--- config.mk ---
export PLATFORM = sky130hd
export DESIGN_NAME = lrdimm_rcd_bcom_issue
export DESIGN_NICKNAME = d
export VERILOG_FILES = /design/src/rtl/core/rcd_bcom_pkg.sv /design/src/rtl/core/rcd_bcom_ram.sv /design/src/rtl/core/lrdimm_rcd_bcom_issue.sv
export SDC_FILE = /design/constraint.sdc
export NUM_CORES = 1
export LEC_CHECK = 0
export BUFFER_PORTS_ARGS = -buffer_cell sky130_fd_sc_hd__buf_2
export CORE_ASPECT_RATIO = 1.5
export CORE_MARGIN = 8
export CORE_UTILIZATION = 45
export CTS_CLUSTER_DIAMETER = 60
export CTS_CLUSTER_SIZE = 40
export DETAILED_ROUTE_END_ITERATION = 8
export GPL_TIMING_DRIVEN = 0
export PLACE_DENSITY = 0.58
export SLEW_MARGIN = 20
export SYNTH_ARGS = -nofsm -noshare
export SYNTH_HDL_FRONTEND = slang
export SYNTH_SLANG_ARGS = --single-unit
--- constraint.sdc ---
create_clock -name clk -period 5.8 [get_ports clk]
set_input_delay 0.29 -clock clk [delete_from_list [all_inputs] [get_ports clk]]
set_output_delay 0.29 -clock clk [all_outputs]
set_load 0.005 [all_outputs]
--- src/rtl/core/rcd_bcom_pkg.sv ---
package rcd_bcom_pkg;

  // Input event codes
  localparam logic OP_TICK = 1'b0;
  localparam logic OP_CMD  = 1'b1;

  // DDR command kinds
  localparam logic [1:0] KIND_RD  = 2'd0;
  localparam logic [1:0] KIND_WR  = 2'd1;
  localparam logic [1:0] KIND_MRS = 2'd2;

  // Buffer command types
  localparam logic [1:0] BCOM_RD  = 2'd0;
  localparam logic [1:0] BCOM_WR  = 2'd1;
  localparam logic [1:0] BCOM_BCW = 2'd2;

  // Configuration register indexes
  localparam logic REG_RW_DELAY  = 1'b0;
  localparam logic REG_BCW_DELAY = 1'b1;

  // Control word decode
  localparam int         CW_ADDR_W     = 13;
  localparam logic [4:0] CW_SRC_PAGE   = 5'h04;
  localparam logic [4:0] CW_VAL_PAGE   = 5'h06;
  localparam logic [8:0] CW_SPACE_ADDR = 9'h106;
  localparam logic [3:0] CW_OP_WRITE   = 4'h4;

  // Reset values of the delay registers
  localparam logic [3:0] RW_DELAY_RST  = 4'd4;
  localparam logic [3:0] BCW_DELAY_RST = 4'd8;

  // One queued buffer command, without its tick stamp
  typedef struct packed {
    logic [1:0]  kind;
    logic [11:0] data;
    logic [2:0]  space;
    logic [3:0]  delay;
  } entry_t;

endpackage

--- src/rtl/core/rcd_bcom_ram.sv ---
module rcd_bcom_ram #(
  parameter int WIDTH = 8,
  parameter int DEPTH = 8
) (
  input  logic                     clk,
  input  logic                     we,
  input  logic [$clog2(DEPTH)-1:0] waddr,
  input  logic [WIDTH-1:0]         wdata,
  input  logic                     re,
  input  logic [$clog2(DEPTH)-1:0] raddr,
  output logic [WIDTH-1:0]         rdata
);

  logic [WIDTH-1:0] mem [DEPTH];

  // Write port
  always_ff @(posedge clk) begin
    if (we) begin
      mem[waddr] <= wdata;
    end
  end

  // Registered read port
  always_ff @(posedge clk) begin
    if (re) begin
      rdata <= mem[raddr];
    end
  end

endmodule

--- src/rtl/core/lrdimm_rcd_bcom_issue.sv ---
// Buffer command issue path of an LRDIMM registering clock driver.
// The in channel carries one event per transaction: a clock tick (op 0)
// or a DDR command (op 1). Read and write commands, and command-space
// control word writes, enter a queue of QUEUE_DEPTH entries held in a
// one-port-write, one-port-read RAM, each stamped with the tick count.
// A command transaction gives no result on the out channel.
// A tick transaction reads the head entry from the RAM, then issues it
// if its delay has elapsed. The RAM read is registered, so no new event
// is accepted until the tick has left the head state.
// An issued buffer command is loaded into an output register and sits
// there on the out channel until taken. While it waits, command
// transactions are still accepted; a tick whose head is due holds in
// the head state until the register frees.
// The cfg channel writes rw_delay (index 0) and bcw_delay (index 1) and is
// always ready; write it only while the block is idle.
// Reset is synchronous: the queue empties, the sticky flags and control
// words clear and the delays return to 4 and 8. No clearing pass is run.
module lrdimm_rcd_bcom_issue import rcd_bcom_pkg::*; #(
  parameter int QUEUE_DEPTH = 8
) (
  input  logic        clk,
  input  logic        rst,
  // Event channel
  input  logic        in_valid,
  output logic        in_ready,
  input  logic        op,
  input  logic [1:0]  cmd_kind,
  input  logic [17:0] row_addr,
  // Issue channel
  output logic        out_valid,
  input  logic        out_ready,
  output logic [1:0]  bcom_type,
  output logic [11:0] bcw_data,
  output logic [2:0]  function_space,
  output logic        dropped,
  output logic        bad_cw_op,
  // Configuration channel
  input  logic        cfg_valid,
  output logic        cfg_ready,
  input  logic        cfg_index,
  input  logic [3:0]  cfg_data
);

  localparam int PTR_W   = $clog2(QUEUE_DEPTH);
  localparam int FILL_W  = $clog2(QUEUE_DEPTH + 1);
  // Wide enough that an entry's wait behind the head never wraps the stamp
  localparam int STAMP_W = $clog2(QUEUE_DEPTH + 17) + 1;
  localparam int MEM_W   = $bits(entry_t) + STAMP_W;

  localparam logic [PTR_W-1:0]  LAST_SLOT  = PTR_W'(QUEUE_DEPTH - 1);
  localparam logic [FILL_W-1:0] FULL_LEVEL = FILL_W'(QUEUE_DEPTH);

  localparam logic S_IDLE = 1'b0;
  localparam logic S_HEAD = 1'b1;

  logic                 state;
  logic                 state_next;
  logic [3:0]           rw_delay;
  logic [3:0]           bcw_delay;
  logic [7:0]           cw_source;
  logic [7:0]           cw_value;
  logic [FILL_W-1:0]    fill_level;
  logic [PTR_W-1:0]     head_ptr;
  logic [PTR_W-1:0]     tail_ptr;
  logic [STAMP_W-1:0]   tick_cnt;
  logic                 dropped_sticky;
  logic                 bad_op_sticky;

  logic [CW_ADDR_W-1:0] cw_addr;
  logic                 cmd_acc;
  logic                 tick_acc;
  logic                 push_req;
  logic                 push_ok;
  logic                 queue_full;
  entry_t               push_ent;
  logic                 load_src;
  logic                 load_val;
  logic                 bad_op;

  logic [MEM_W-1:0]     head_word;
  entry_t               head_ent;
  logic [STAMP_W-1:0]   head_stamp;
  logic [STAMP_W-1:0]   elapsed;
  logic                 head_due;
  logic                 issue;
  logic                 out_busy;
  logic                 pop;

  assign in_ready  = (state == S_IDLE);
  assign cfg_ready = 1'b1;
  assign cw_addr   = row_addr[CW_ADDR_W-1:0];
  assign cmd_acc   = in_valid && in_ready && (op == OP_CMD);
  assign tick_acc  = in_valid && in_ready && (op == OP_TICK);

  // Decode a DDR command into a queue push or a control word update
  always_comb begin
    push_req = 1'b0;
    push_ent = '0;
    load_src = 1'b0;
    load_val = 1'b0;
    bad_op   = 1'b0;
    if (cmd_acc) begin
      case (cmd_kind)
        KIND_RD: begin
          push_req       = 1'b1;
          push_ent.kind  = BCOM_RD;
          push_ent.delay = rw_delay;
        end
        KIND_WR: begin
          push_req       = 1'b1;
          push_ent.kind  = BCOM_WR;
          push_ent.delay = rw_delay;
        end
        KIND_MRS: begin
          if (cw_addr[12:8] == CW_SRC_PAGE) begin
            load_src = 1'b1;
          end else if (cw_addr[12:8] == CW_VAL_PAGE) begin
            load_val = 1'b1;
          end else if (cw_addr[12:4] == CW_SPACE_ADDR) begin
            if (cw_addr[3:0] == CW_OP_WRITE) begin
              push_req       = 1'b1;
              push_ent.kind  = BCOM_BCW;
              push_ent.data  = {cw_source[4:0], 7'b0} | {4'b0, cw_value};
              push_ent.space = cw_source[7:5];
              push_ent.delay = bcw_delay;
            end else begin
              bad_op = 1'b1;
            end
          end
        end
        default: begin
        end
      endcase
    end
  end

  assign queue_full = (fill_level == FULL_LEVEL);
  assign push_ok    = push_req && !queue_full;

  // Pending command store: entry fields plus the tick count at push
  rcd_bcom_ram #(
    .WIDTH (MEM_W),
    .DEPTH (QUEUE_DEPTH)
  ) u_queue (
    .clk   (clk),
    .we    (push_ok),
    .waddr (tail_ptr),
    .wdata ({push_ent, tick_cnt}),
    .re    (tick_acc),
    .raddr (head_ptr),
    .rdata (head_word)
  );

  // Head is due once as many ticks as its delay have passed since push
  assign head_ent   = entry_t'(head_word[MEM_W-1:STAMP_W]);
  assign head_stamp = head_word[STAMP_W-1:0];
  assign elapsed    = tick_cnt - head_stamp;
  assign head_due   = (elapsed >= STAMP_W'(head_ent.delay));
  assign issue      = (state == S_HEAD) && (fill_level != '0) && head_due;
  assign out_busy   = out_valid && !out_ready;
  assign pop        = issue && !out_busy;

  // Advance the tick sequence; hold in the head state while a due head is blocked by the output
  always_comb begin
    state_next = state;
    case (state)
      S_IDLE: begin
        if (tick_acc) begin
          state_next = S_HEAD;
        end
      end
      S_HEAD: begin
        if (!(issue && out_busy)) begin
          state_next = S_IDLE;
        end
      end
      default: state_next = S_IDLE;
    endcase
  end

  // Control state
  always_ff @(posedge clk) begin
    if (rst) begin
      state          <= S_IDLE;
      rw_delay       <= RW_DELAY_RST;
      bcw_delay      <= BCW_DELAY_RST;
      cw_source      <= '0;
      cw_value       <= '0;
      fill_level     <= '0;
      head_ptr       <= '0;
      tail_ptr       <= '0;
      tick_cnt       <= '0;
      dropped_sticky <= 1'b0;
      bad_op_sticky  <= 1'b0;
      out_valid      <= 1'b0;
    end else begin
      state <= state_next;
      if (cfg_valid && cfg_ready) begin
        if (cfg_index == REG_RW_DELAY) begin
          rw_delay <= cfg_data;
        end else begin
          bcw_delay <= cfg_data;
        end
      end
      if (load_src) begin
        cw_source <= cw_addr[7:0];
      end
      if (load_val) begin
        cw_value <= cw_addr[7:0];
      end
      if (tick_acc) begin
        tick_cnt <= tick_cnt + 1'b1;
      end
      if (push_req && queue_full) begin
        dropped_sticky <= 1'b1;
      end
      if (bad_op) begin
        bad_op_sticky <= 1'b1;
      end
      if (push_ok) begin
        tail_ptr   <= (tail_ptr == LAST_SLOT) ? '0 : tail_ptr + 1'b1;
        fill_level <= fill_level + 1'b1;
      end else if (pop) begin
        head_ptr   <= (head_ptr == LAST_SLOT) ? '0 : head_ptr + 1'b1;
        fill_level <= fill_level - 1'b1;
      end
      if (pop) begin
        out_valid <= 1'b1;
      end else if (out_ready) begin
        out_valid <= 1'b0;
      end
    end
  end

  // Output register payload
  always_ff @(posedge clk) begin
    if (pop) begin
      bcom_type      <= head_ent.kind;
      bcw_data       <= (head_ent.kind == BCOM_BCW) ? head_ent.data : '0;
      function_space <= (head_ent.kind == BCOM_BCW) ? head_ent.space : '0;
      dropped        <= dropped_sticky;
      bad_cw_op      <= bad_op_sticky;
    end
  end

  a_fill_bound: assert property (@(posedge clk) disable iff (rst)
    fill_level <= FULL_LEVEL)
    else $error("queue fill level beyond depth");

  a_empty_ptrs: assert property (@(posedge clk) disable iff (rst)
    (fill_level == '0) |-> (head_ptr == tail_ptr))
    else $error("empty queue with head and tail apart");

  a_issue_from_head: assert property (@(posedge clk) disable iff (rst)
    (out_valid && !$past(out_valid)) |-> ($past(state) == S_HEAD))
    else $error("result issued outside a head read");

  a_tick_reads_head: assert property (@(posedge clk) disable iff (rst)
    tick_acc |=> (state == S_HEAD))
    else $error("tick transaction did not read the head");

  a_plain_zeroes: assert property (@(posedge clk) disable iff (rst)
    (out_valid && (bcom_type != BCOM_BCW)) |-> (bcw_data == '0 && function_space == '0))
    else $error("read or write issued with control word payload");

endmodule
# Word level (Yosys, flattened, before mapping)
# Memory sizes are Yosys's and may differ from the RTL's. A register that Yosys moved wholly into a read port is not among the register bits.
# Cells that the tools add are included.
# op_classes
add_sub_neg,6
magnitude_cmp,1
eq_ne,10
n_mux,38
bitwise_logic,5
reduce_logical,21
# ops
operator,count
$mux W21,5
$mux W1,24
$mux W15,1
$or A12 B8 Y12,1
$eq A5 B3 Y1 const B,2
$logic_and A1 B1 Y1,10
$eq A9 B9 Y1 const B,1
$mux W4,2
$pmux W4 S2,1
$add A3 B1 Y3 const B,2
$add A6 B1 Y6 const B,1
$eq A3 B3 Y1 const B,2
$ge A6 B4 Y1,1
$mux W3,2
$reduce_and A2 Y1,3
$sub A6 B6 Y6,1
$add A4 B1 Y4 const B,1
$eq A2 B2 Y1 const B,2
$eq A4 B3 Y1 const B,1
$eq A4 B4 Y1 const B,1
$not A1 Y1,4
$pmux W1 S2,2
$pmux W2 S2,1
$reduce_bool A2 Y1,2
6 further kinds,8
# totals
regBits,63
ram_bits,216
inputBits,31
output_inout_bits,22
word_cells,99
mem_count,1
# mem_list
memory,words,word_bits,rd,rd_ports_with_merged_regs,wr,line,rtl
u_queue.mem,8,27,1,1,1,rcd_bcom_ram.sv:14,logic [WIDTH-1:0] mem [DEPTH];

# Longest topological paths before layout
# Gate-level depths: netlist of the first run.
# depth
ltp_word,10
depth_mapped,15
depth_no_buf,13

# Hierarchy
# Synthesis of the first run repeated with hierarchy kept, for this count alone.
# hier_totals
cells_unflattened,653
area_unflattened_um2,12305.6
# by_module_without_submodules
mod,instances,cells_each,area_per_inst_um2,seq_area_each_um2
rcd_bcom_ram,1,352,9182.6,7297.0
lrdimm_rcd_bcom_issue,1,301,3123.0,1451.4

# Worst setup path after synthesis of the first run
# Ideal clock, no wire load.
# synth_path
path_kind,input to register
from,input cmd_kind[0]
to,"memory u_queue.mem[0][0] (netlist bit), enable pin"
setup_time_ns,0.479
t_arrival_ns,4.151
t_required_ns,5.321
path_slack_ns,1.169
stages,10
path_buffers,2
cell_sequence,inv_1 ha_1 nor4bb_1 and4_4 or3_1 and2_4 buf_12 inv_8 buf_12 nor4_1
# synth_via
elab_chain_cells,7
# synth_rtl
element,line,rtl
"start, declared",lrdimm_rcd_bcom_issue.sv:27,"input logic [1:0] cmd_kind,"
$eq A2 B1 Y1 or $logic_not A2 Y1 (tied branches),lrdimm_rcd_bcom_issue.sv:103,case (cmd_kind)
$reduce_or A2 Y1 (no line),--,
$pmux W1 S2 (*),lrdimm_rcd_bcom_issue.sv:103,
$mux W1 (*),lrdimm_rcd_bcom_issue.sv:102,if (cmd_acc) begin
$logic_and A1 B1 Y1 (*),lrdimm_rcd_bcom_issue.sv:138,assign push_ok = push_req && !queue_full;
$mux W1 (*),rcd_bcom_ram.sv:18,if (we) begin
$mux W1 (not written as such) (*),rcd_bcom_ram.sv:19,mem[waddr] <= wdata;
"end, declared",rcd_bcom_ram.sv:14,
# Every way passes the cells marked *; elsewhere a longest branch is shown, timed or not.

# Worst setup path after layout of the first run
# layout_path
from,register tick_cnt[1]
to,register fill_level[0]
# layout_via
elab_chain_cells,5
# layout_rtl
element,line,rtl
"start, declared",lrdimm_rcd_bcom_issue.sv:65,logic [STAMP_W-1:0] tick_cnt;
"start signal, assigned",lrdimm_rcd_bcom_issue.sv:212,tick_cnt <= tick_cnt + 1'b1;
$sub A6 B6 Y6,lrdimm_rcd_bcom_issue.sv:157,assign elapsed = tick_cnt - head_stamp;
$ge A6 B4 Y1,lrdimm_rcd_bcom_issue.sv:158,assign head_due = (elapsed >= STAMP_W'(head_ent.delay));
$logic_and A1 B1 Y1,lrdimm_rcd_bcom_issue.sv:159,assign issue = (state == S_HEAD) && (fill_level != '0) && head_due;
$logic_and A1 B1 Y1,lrdimm_rcd_bcom_issue.sv:161,assign pop = issue && !out_busy;
named net pop,lrdimm_rcd_bcom_issue.sv:87,logic pop;
$reduce_bool A2 Y1 (no line),--,
"end signal, assigned",lrdimm_rcd_bcom_issue.sv:222,fill_level <= fill_level + 1'b1;
"end signal, assigned",lrdimm_rcd_bcom_issue.sv:225,fill_level <= fill_level - 1'b1;
"end, declared",lrdimm_rcd_bcom_issue.sv:62,logic [FILL_W-1:0] fill_level;
# The timed path passes the listed nets, and every way through them passes these cells.
# A chain may end at the register's enable or synchronous reset.

==> results_dict.tcl, run 1 <==
set metrics [dict create \
    status "finished clean" \
    area_delta_synth_final_pct 12.3 \
    slew_headroom_pct 34.9 \
    wl_per_cell_um 22.1 \
    synth_edf_count 262 \
    fillers 2209 \
    rsz0062_at_grt "no" \
    die_w_um 150 \
    dp_cells 1088 \
    crit_slowest_cell "dfxtp_1" \
    holdBufCountCts 0 \
    drt_iter0_drc 365 \
    num_rows 74 \
    clk_pin_slew_ns 0.10 \
    hold_depth 3 \
    antenna_found_initial 0 \
    min_period_ns 3.60 \
    dpl_cell_area_um2 13200 \
    drc 0 \
    grt_max_degree 38 \
    cts_root_buf "clkbuf_16" \
    dieArea_um2 32800 \
    clock_path_buffers 3 \
    cts_inserted_buffers 15 \
    swShare_pct 21.1 \
    ys_ff_latch 306 \
    finalHoldViolCount 0 \
    synth_adder_area_share_pct 2.48 \
    hp-class "input pin to flop" \
    worstPathRequired_ns 6.16 \
    async_flop_share_pct 0 \
    crit_path_start_kind "flop" \
    synth_xor_area_share_pct 0.574 \
    insertion_delay_ns 0.51 \
    slew_violations 0 \
    yosysWarnings 0 \
    dpl.hpwl_mm 17.6 \
    crit_type "flop to flop" \
    p_sw_uw 805 \
    groute.usage.overall_pct 15.4 \
    clock_skew_ns 0.0268 \
    route.vias.total 6141 \
    timing.critical_path.arrival_ns 3.96 \
    hold_slack_ns 0.0455 \
    vias_per_cell 5.52 \
    tightest_slew_ns 0.976 \
    synth_ff_type "edfxtp_1" \
    cts.repair.resized 0 \
    htree_levels 1 \
    first_pass_iters 4 \
    p_leak_nw 4.83 \
    start_util_pct 45.3 \
    clockPowerShare_pct 32.8 \
    ff2ff_path_depth 12 \
    hold_path.startpoint "cfg_data[3]" \
    grt_pass1_wl_mm 38.1 \
    slowest_delay_ns 0.61 \
    synth.distinct_cells 56 \
    synth_simple_gate_area_share_pct 6.66 \
    stdcell_area_um2 13700 \
    ys_seq_area_share_pct 71.7 \
    drv_cap 0 \
    cts_setup_buffers 0 \
    io_pins 53 \
    portBuffers 45 \
    cts_tree "yes" \
    syn_area_um2 12200 \
    p_per_area_nw_per_um2 279 \
    drt_wl_total_mm 24.6 \
    antenna_cells 0 \
    seqPwrFrac_pct 62.8 \
    muxShareOfSynthArea_pct 14.4 \
    cp_cell_sequence "ha_1 -> nand2b_1 -> nand2b_1 -> a211oi_1 -> nor2_1 -> ha_1 -> a221oi_1 -> o221a_1 -> a211o_1 -> clkinv_2 -> nor3_1 -> nor3b_2" \
    power_frac_comb_pct 4.4 \
    die_h_um 218 \
    ir_drop_v 0.000233 \
    layout-drive-gt1-share_pct 28.0 \
    reg2reg_slack_ns 2.20 \
    rr_endpoint "fill_level[0]$_SDFFE_PP0P_" \
    fin_cells 1113 \
    synth_area_per_cell_um2 18.2 \
    setup_viol_count_final 0 \
    core_area_um2 26900 \
    layout.nets 817 \
    p_int_mw 3.02 \
    reg2reg_from "tick_cnt[1]$_SDFFE_PP0P_" \
    fmax_ghz 0.278 \
    setup_tns_ns 0 \
    cts.sinks 306 \
    final_core_util_pct 50.9 \
    synth_compound_area_share_pct 2.43 \
    period_share_pct 62.1 \
    crit_path_end_kind "flop" \
    synthesis.instances 670 \
    final_antenna_net_count 0 \
    hold_path_end "rw_delay[3]$_SDFFE_PP0P_" \
    synth_top_family_by_area "multiplexers" \
    grt_pass1_vias 6653 \
    grt-ovfl-total 0 \
    syn_nets 724 \
    worst-path-max-fanout 28 \
    place.gp.congestion 0.793 \
]
[cells by family (layout without fill, tap and decap cells)]
logic type               count (synthesis)  in the layout
AO/OA/AOI/OAI                           46             46
XOR/XNOR                                 8              8
adder cells (fa/ha/maj)                 23             23
buffers and inverters                   42            143
flip-flops                             306            306
multiplexers                           105            105
other                                    1              1
AND/OR/NAND/NOR                        139            139
[cell usage after synthesis (all sizes together) (2+ instances only)]
master | n | area, um2
mux2 | 27 | 304
nor3 | 7 | 35.0
a21o | 3 | 22.5
xor2 | 6 | 52.6
fa | 2 | 40.0
mux4 | 54 | 1220
ha | 21 | 263
nor4b | 3 | 71.3
clkbuf | 17 | 63.8
xnor2 | 2 | 17.5
a211o | 2 | 17.5
nand3 | 5 | 25.0
a211oi | 3 | 22.5
nor4bb | 2 | 20.0
nor3b | 4 | 40.0
mux2i | 24 | 240
a21oi | 20 | 100
nor2 | 42 | 160
nand2 | 19 | 71.3
buf | 11 | 83.8
nand2b | 7 | 43.8
o21ai | 9 | 45.0
inv | 13 | 56.3
and2 | 16 | 103
edfxtp | 262 | 7870
and4 | 2 | 20.0
nand4 | 4 | 25.0
or3 | 3 | 18.8
dfxtp | 44 | 881
nor4 | 3 | 25.0
and3 | 17 | 114
nor2b | 2 | 12.5
[placed cells by master, fill, tap and decap left out, types with 3 or more instances in the layout]
cell,n
buf_1,3
and3_1,11
nor3b_2,3
clkbuf_16,15
ha_1,21
mux2_2,27
nand4_1,4
buf_12,3
buf_6,7
buf_2,54
nand3_1,5
nand2_1,19
edfxtp_1,262
o21ai_0,9
nor4b_4,3
a21oi_1,20
nand2b_1,7
inv_8,3
or3_1,3
dfxtp_1,44
a21o_1,3
and3_2,6
buf_4,14
nor2_1,40
nor3_1,5
mux4_2,54
buf_8,6
xor2_1,6
mux2i_1,24
a211oi_1,3
clkbuf_1,18
nor4_2,3
inv_1,12
and2_1,15
[worst max path at each step]
stage                                  start                           end  slack [ns]
global route        tick_cnt[1]$_SDFFE_PP0P_    fill_level[2]$_SDFFE_PP0P_        1.82
global placement                 row_addr[0]  u_queue.mem[0][23]$_DFFE_PP_       -2.26
finish              tick_cnt[1]$_SDFFE_PP0P_    fill_level[0]$_SDFFE_PP0P_        2.20
CTS                 tick_cnt[1]$_SDFFE_PP0P_    fill_level[0]$_SDFFE_PP0P_        2.13
floorplan                        cmd_kind[0]   u_queue.mem[0][0]$_DFFE_PP_        1.17
detailed placement  tick_cnt[1]$_SDFFE_PP0P_    fill_level[0]$_SDFFE_PP0P_        2.16
[final cells by class]
| type | instances | area, um2 | area share (%) |
|---|---|---|---|
| multi-input cells | 322 | 3290 | 24.0 |
| inverters | 14 | 61.3 | 0.447 |
| well taps | 342 | 428 | 3.12 |
| clock buffers | 16 | 379 | 2.77 |
| clock inverters | 9 | 114 | 0.831 |
| flip-flops and latches | 306 | 8750 | 63.8 |
| repair buffers | 76 | 532 | 3.88 |
| plain buffers | 28 | 148 | 1.08 |
[stage by stage]
stage	setup WS [ns]	total power, mW
CTS	2.13	3.86
floorplan	1.17	2.56
global route	1.82	3.94
detailed placement	2.16	2.62
global placement	-2.26	2.61
finish	2.20	3.82
[layer usage]
layer	share of wire, %	GRT usage [%]	vias to the layer above
met4	2.4	4.71	0
met2	52	27.4	129
met1	42	19.3	3173
met3	3.6	1.54	31
met5	0	0	-
li1	-	-	2808
[flip-flops by register name, summed over array words and instances, names as in the netlist, 2 cells and up]
name,count
u_queue.mem,216
bcw_data,12
tail_ptr,3
bcom_type,2
u_queue.rdata,27
cw_value,8
function_space,3
rw_delay,4
fill_level,4
head_ptr,3
cw_source,8
tick_cnt,6
bcw_delay,4
[critical path, delay by kind of cell, from the launching register on]
kind	cells	cell delay [ns]
fa+ha+maj	2	0.60
buf+inv	1	0.45
flops	1	0.61
compound gates	4	1.08
simple gates	5	0.72
[power by group through the flow]
stage          clock, mW  combinational [mW]  sequential (mW)
4_1_cts             1.29               0.172             2.40
3_5_place_dp           0               0.171             2.45
2_1_floorplan          0               0.112             2.45
3_3_place_gp           0               0.160             2.45
5_1_grt             1.35               0.187             2.40
6_report            1.25               0.169             2.40
(Power assumes the default switching activity.)
==> inputs of run 2 (changes only) <==
PLACE_DENSITY = 0.61   (was 0.58)
clock period = 3.2 ns   (was 5.8 ns; I/O delays follow)
==> results_dict.tcl, run 2 (synthesized netlist as in run 1, its figures left out) <==
set metrics [dict create \
    dieArea_um2 32800 \
    die_h_um 218 \
    setup_viol_count_final 0 \
    fmax_ghz 0.333 \
    htree_levels 1 \
    num_rows 74 \
    hold_depth 4 \
    finalHoldViolCount 0 \
    groute.usage.overall_pct 15.5 \
    dp_cells 1079 \
    portBuffers 45 \
    crit_path_start_kind "flop" \
    io_pins 53 \
    drt_wl_total_mm 25.0 \
    drc 0 \
    tightest_slew_ns 0.906 \
    area_delta_synth_final_pct 14.6 \
    antenna_cells 0 \
    place.gp.congestion 0.829 \
    antenna_found_initial 0 \
    first_pass_iters 4 \
    total_power_mw 7.05 \
    layout_commonest_cell "edfxtp_1" \
    fin_cells 1123 \
    ir_drop_v 0.000419 \
    cts_root_buf "clkbuf_16" \
    timing.critical_path.arrival_ns 3.37 \
    grt_pass1_vias 6858 \
    layout-drive-gt1-share_pct 27.9 \
    core_area_um2 26900 \
    drt_iter0_drc 437 \
    crit_type "flop to flop" \
    layout.nets 827 \
    cts_inserted_buffers 15 \
    grt_pass1_wl_mm 38.7 \
    crit_path_end_kind "flop" \
    route.vias.total 6235 \
    grt-ovfl-total 0 \
    start_util_pct 45.3 \
    min_period_ns 3.00 \
    wl_per_cell_um 22.2 \
    clk_pin_slew_ns 0.11 \
    final_core_util_pct 51.9 \
    period_share_pct 93.9 \
    drv_cap 0 \
    clock_path_buffers 3 \
    slew_headroom_pct 39.6 \
    fillers 2142 \
    slew_violations 0 \
    clock_skew_ns 0.0389 \
    grt_max_degree 41 \
    top_regs "u_queue.mem (216), u_queue.rdata (27), bcw_data (12)" \
    status "finished clean" \
    final_antenna_net_count 0 \
    p_leak_nw 4.90 \
    rsz0062_at_grt "yes" \
    regMostFlops "u_queue.mem" \
    p_per_area_nw_per_um2 504 \
    die_w_um 150 \
    vias_per_cell 5.55 \
    layout_common_cells "edfxtp_1 (262), mux4_2 (54), buf_2 (50)" \
    dpl.hpwl_mm 16.9 \
    cts.sinks 306 \
    worst-path-max-fanout 14 \
    cts_tree "yes" \
    largest_register_ffs 216 \
    hp-class "input pin to flop" \
    worstPathRequired_ns 3.56 \
    insertion_delay_ns 0.51 \
    ff2ff_path_depth 13 \
]
[run 2: cell count changes in the layout (fill, tap and decap cells not counted), sizes merged]
cell,delta
buf,-6
inv,+4
dlygate4sd3,+15
clkinv,-3
[run 2: through the flow]
step,cell area [um2],TNS [ns],setup slack (ns),hold WS (ns)
6_report,14000,0,0.195,0.0450
4_1_cts,13900,0,0.0127,0.0310
3_5_place_dp,13200,-9.60,-0.438,0.403
5_1_grt,14000,-0.00826,-0.00826,0.0772
3_3_place_gp,12900,-295.66,-2.17,0.396
2_1_floorplan,12200,-4.20,-0.156,0.289
[run 2: critical path, cell delays in order (launching register included)]
cell      delay, ns
edfxtp_1       0.38
inv_1          0.12
ha_1           0.24
nand2b_1       0.13
nand2b_1       0.08
a211oi_1       0.27
nor2_1         0.07
ha_1           0.29
a221oi_1       0.30
o221a_1        0.31
a211o_4        0.27
clkinv_8       0.15
o21ai_0        0.19
a21oi_1        0.08
[run 2: what timing repair did]
item	in CTS	in global routing
hold endpoints to repair	24	0
setup endpoints to repair	26	26
cloned	0	1
hold buffers	15	0
setup buffers	0	3
resized for setup	4	7
pin swaps	0	2
[run 2: final timing paths]
kind / start / slack, ns / to
setup reg to reg: u_queue.rdata[1]$_DFFE_PP_ / 0.20 / fill_level[1]$_SDFFE_PP0P_
hold reg to reg: bad_op_sticky$_SDFFE_PP0P_ / 0.45 / bad_cw_op$_DFFE_PP_
hold / removal: out_ready / 0.04 / out_valid$_SDFFE_PP0P_
setup / recovery: u_queue.rdata[1]$_DFFE_PP_ / 0.20 / fill_level[1]$_SDFFE_PP0P_
[run 2: layer usage]
layer	global-route usage, %	share of wire, %
met1	19.5	41
met4	4.65	2.1
met3	1.91	4.7
met5	0	0
met2	27.3	52
[run 2: area by class of cell]
| type | count | area (um2) | area share [%] |
|---|---|---|---|
| Buffer | 28 | 148 | 1.06 |
| Clock buffer | 16 | 379 | 2.71 |
| Clock inverter | 9 | 150 | 1.07 |
| Inverter | 14 | 72.6 | 0.519 |
| Multi-Input combinational cell | 322 | 3350 | 24.0 |
| Sequential cell | 306 | 8750 | 62.6 |
| Tap cell | 342 | 428 | 3.06 |
| Timing Repair Buffer | 85 | 696 | 4.97 |
| Timing Repair inverter | 1 | 8.76 | 0.0626 |
[run 2: report_power, final]
part / internal [mW] / switching (mW) / total (mW)
sequential: 4.32 / 0.0254 / 4.35
clock: 1.04 / 1.33 / 2.37
combinational: 0.158 / 0.171 / 0.328
==> inputs of run 3 (changes only) <==
RECOVER_POWER = 25   (was default)
==> results_dict.tcl, run 3 (synthesized netlist as in run 1, its figures left out) <==
set metrics [dict create \
    layout-drive-gt1-share_pct 25.0 \
    layout_commonest_cell "edfxtp_1" \
    wl_per_cell_um 22.2 \
    status "finished with violations" \
    setup_viol_count_final 0 \
    first_pass_iters 5 \
    drt_iter0_drc 435 \
    io_pins 53 \
    grt_max_degree 41 \
    clk_pin_slew_ns 0.12 \
    cp.depth 13 \
    p_per_area_nw_per_um2 505 \
    hp-class "input pin to flop" \
    drc 0 \
    largest_register_ffs 216 \
    num_rows 74 \
    ir_drop_v 0.000420 \
    crit_slowest_cell "dlygate4sd3_1" \
    clock_skew_ns 0.0364 \
    dieArea_um2 32800 \
    portBuffers 45 \
    slowest_delay_ns 0.52 \
    cts.sinks 306 \
    worstPathRequired_ns 3.43 \
    crit_start "row_addr[6]" \
    cts_root_buf "clkbuf_16" \
    clock_path_buffers 3 \
    vias_per_cell 5.59 \
    dp_slack_ns -0.438 \
    die_h_um 218 \
    reg2reg_slack_ns 0.19 \
    core_area_um2 26900 \
    groute.usage.overall_pct 15.5 \
    crit_top_cell "buf_12" \
    cp-endpoint "u_queue.mem[1][23]$_DFFE_PP_" \
    area_delta_synth_final_pct 14.1 \
    tightest_slew_ns 1.62 \
    drv_cap 1 \
    antenna_cells 0 \
    ff2ff_path_depth 13 \
    route.vias.total 6273 \
    crit_type "input pin to flop" \
    crit_family "buffers and inverters" \
    stdcell_area_um2 13900 \
    final_antenna_net_count 0 \
    finalHoldViolCount 0 \
    insertion_delay_ns 0.51 \
    die_w_um 150 \
    dpl_cell_area_um2 13200 \
    cts_tree "yes" \
    fmax_ghz 0.329 \
    crit_path_start_kind "input pin" \
    layout.nets 827 \
    crit_path_end_kind "flop" \
    period_share_pct 94.9 \
    top_regs "u_queue.mem (216), u_queue.rdata (27), bcw_data (12)" \
    dpl.hpwl_mm 16.9 \
    worst-path-max-fanout 12 \
    rsz0062_at_grt "yes" \
    slew_violations 9 \
    reg2reg_from "u_queue.rdata[1]$_DFFE_PP_" \
    cp_num_buf_inv 8 \
    slew_headroom_pct -8.37 \
    cts_inserted_buffers 15 \
    violations "capacitance limit, slew limit" \
    place.gp.congestion 0.829 \
    grt-ovfl-total 0 \
    htree_levels 1 \
    timing.critical_path.arrival_ns 3.26 \
    antenna_found_initial 0 \
    p_leak_nw 4.82 \
    drt_wl_total_mm 25.0 \
    regMostFlops "u_queue.mem" \
    cp_cell_sequence "dlygate4sd3_1 -> buf_2 -> nor4bb_2 -> and4_1 -> or3_1 -> and2_4 -> buf_12 -> inv_8 -> buf_12 -> nor4b_4 -> buf_8 -> buf_4 -> buf_6" \
    grt_pass1_vias 6858 \
    rr_endpoint "fill_level[2]$_SDFFE_PP0P_" \
    min_period_ns 3.04 \
    start_util_pct 45.3 \
    layout_common_cells "edfxtp_1 (262), mux4_2 (54), dfxtp_1 (41)" \
    fin_ws_ns 0.163 \
    grt_pass1_wl_mm 38.7 \
]
==> run 3: routing by layer <==
| metal | wire length [um] | track usage [%] | vias to the layer above |
|---|---|---|---|
| met4 | 540 | 4.65 | 0 |
| met3 | 1220 | 1.91 | 33 |
| met5 | 0 | 0 | - |
| li1 | - | - | 2830 |
| met1 | 10200 | 19.5 | 3264 |
| met2 | 13000 | 27.3 | 146 |
==> run 3: how the worst min path moves through the flow <==
stage           startpoint                        to  slack, ns  cells past startpoint
2_1_floorplan  cfg_data[2]  rw_delay[2]$_SDFFE_PP1P_       0.29                      2
5_1_grt          out_ready          state$_SDFF_PP0_       0.08                      4
3_3_place_gp   cfg_data[2]  rw_delay[2]$_SDFFE_PP1P_       0.40                      3
4_1_cts          out_ready    out_valid$_SDFFE_PP0P_       0.03                      4
3_5_place_dp   cfg_data[2]  rw_delay[2]$_SDFFE_PP1P_       0.40                      3
6_report         out_ready    out_valid$_SDFFE_PP0P_       0.04                      4
==> run 3: power breakdown <==
part,internal [mW],total [mW],switching [mW]
clock network,1.04,2.36,1.32
registers,4.32,4.35,0.0254
logic,0.152,0.321,0.169
total,5.52,7.03,1.52
==> run 3: final cells by class <==
type,count,area (um2)
fillers,2152,13000
flip-flops and latches,306,8750
multi-input cells,322,3330
repair buffers,85,651
well taps,342,428
clock buffers,16,379
clock inverters,9,150
plain buffers,28,148
inverters,14,72.6
repair inverters,1,8.76
==> run 3: metrics by stage <==
step / TNS, ns / util, % / hold WS [ns] / std cells / power [mW]
after floorplan: -4.20 / - / 0.289 / 670 / 4.64
after global placement: -295.66 / 47.8 / 0.396 / 1057 / 4.73
after detailed placement: -9.60 / 49.1 / 0.403 / 1079 / 4.75
after CTS: 0 / 51.7 / 0.0310 / 1119 / 7.11
after global routing: -0.00826 / 51.7 / 0.0772 / 1123 / 7.26
final: 0 / 51.7 / 0.0434 / 1123 / 7.03
==> run 3: worst min-delay path, stage by stage <==
cell	delay (ns)
buf_2	0.08
nor2b_1	0.07
nor2_1	0.11
nor2_1	0.06
==> run 3: repair_timing <==
item / CTS / global route
cloned: 0 / 1
hold endpoints to repair: 24 / 0
gates resized for setup: 4 / 7
buffers inserted: 0 / 3
pin swaps: 0 / 2
hold buffers: 15 / 0
endpoints found under the setup margin: 26 / 26
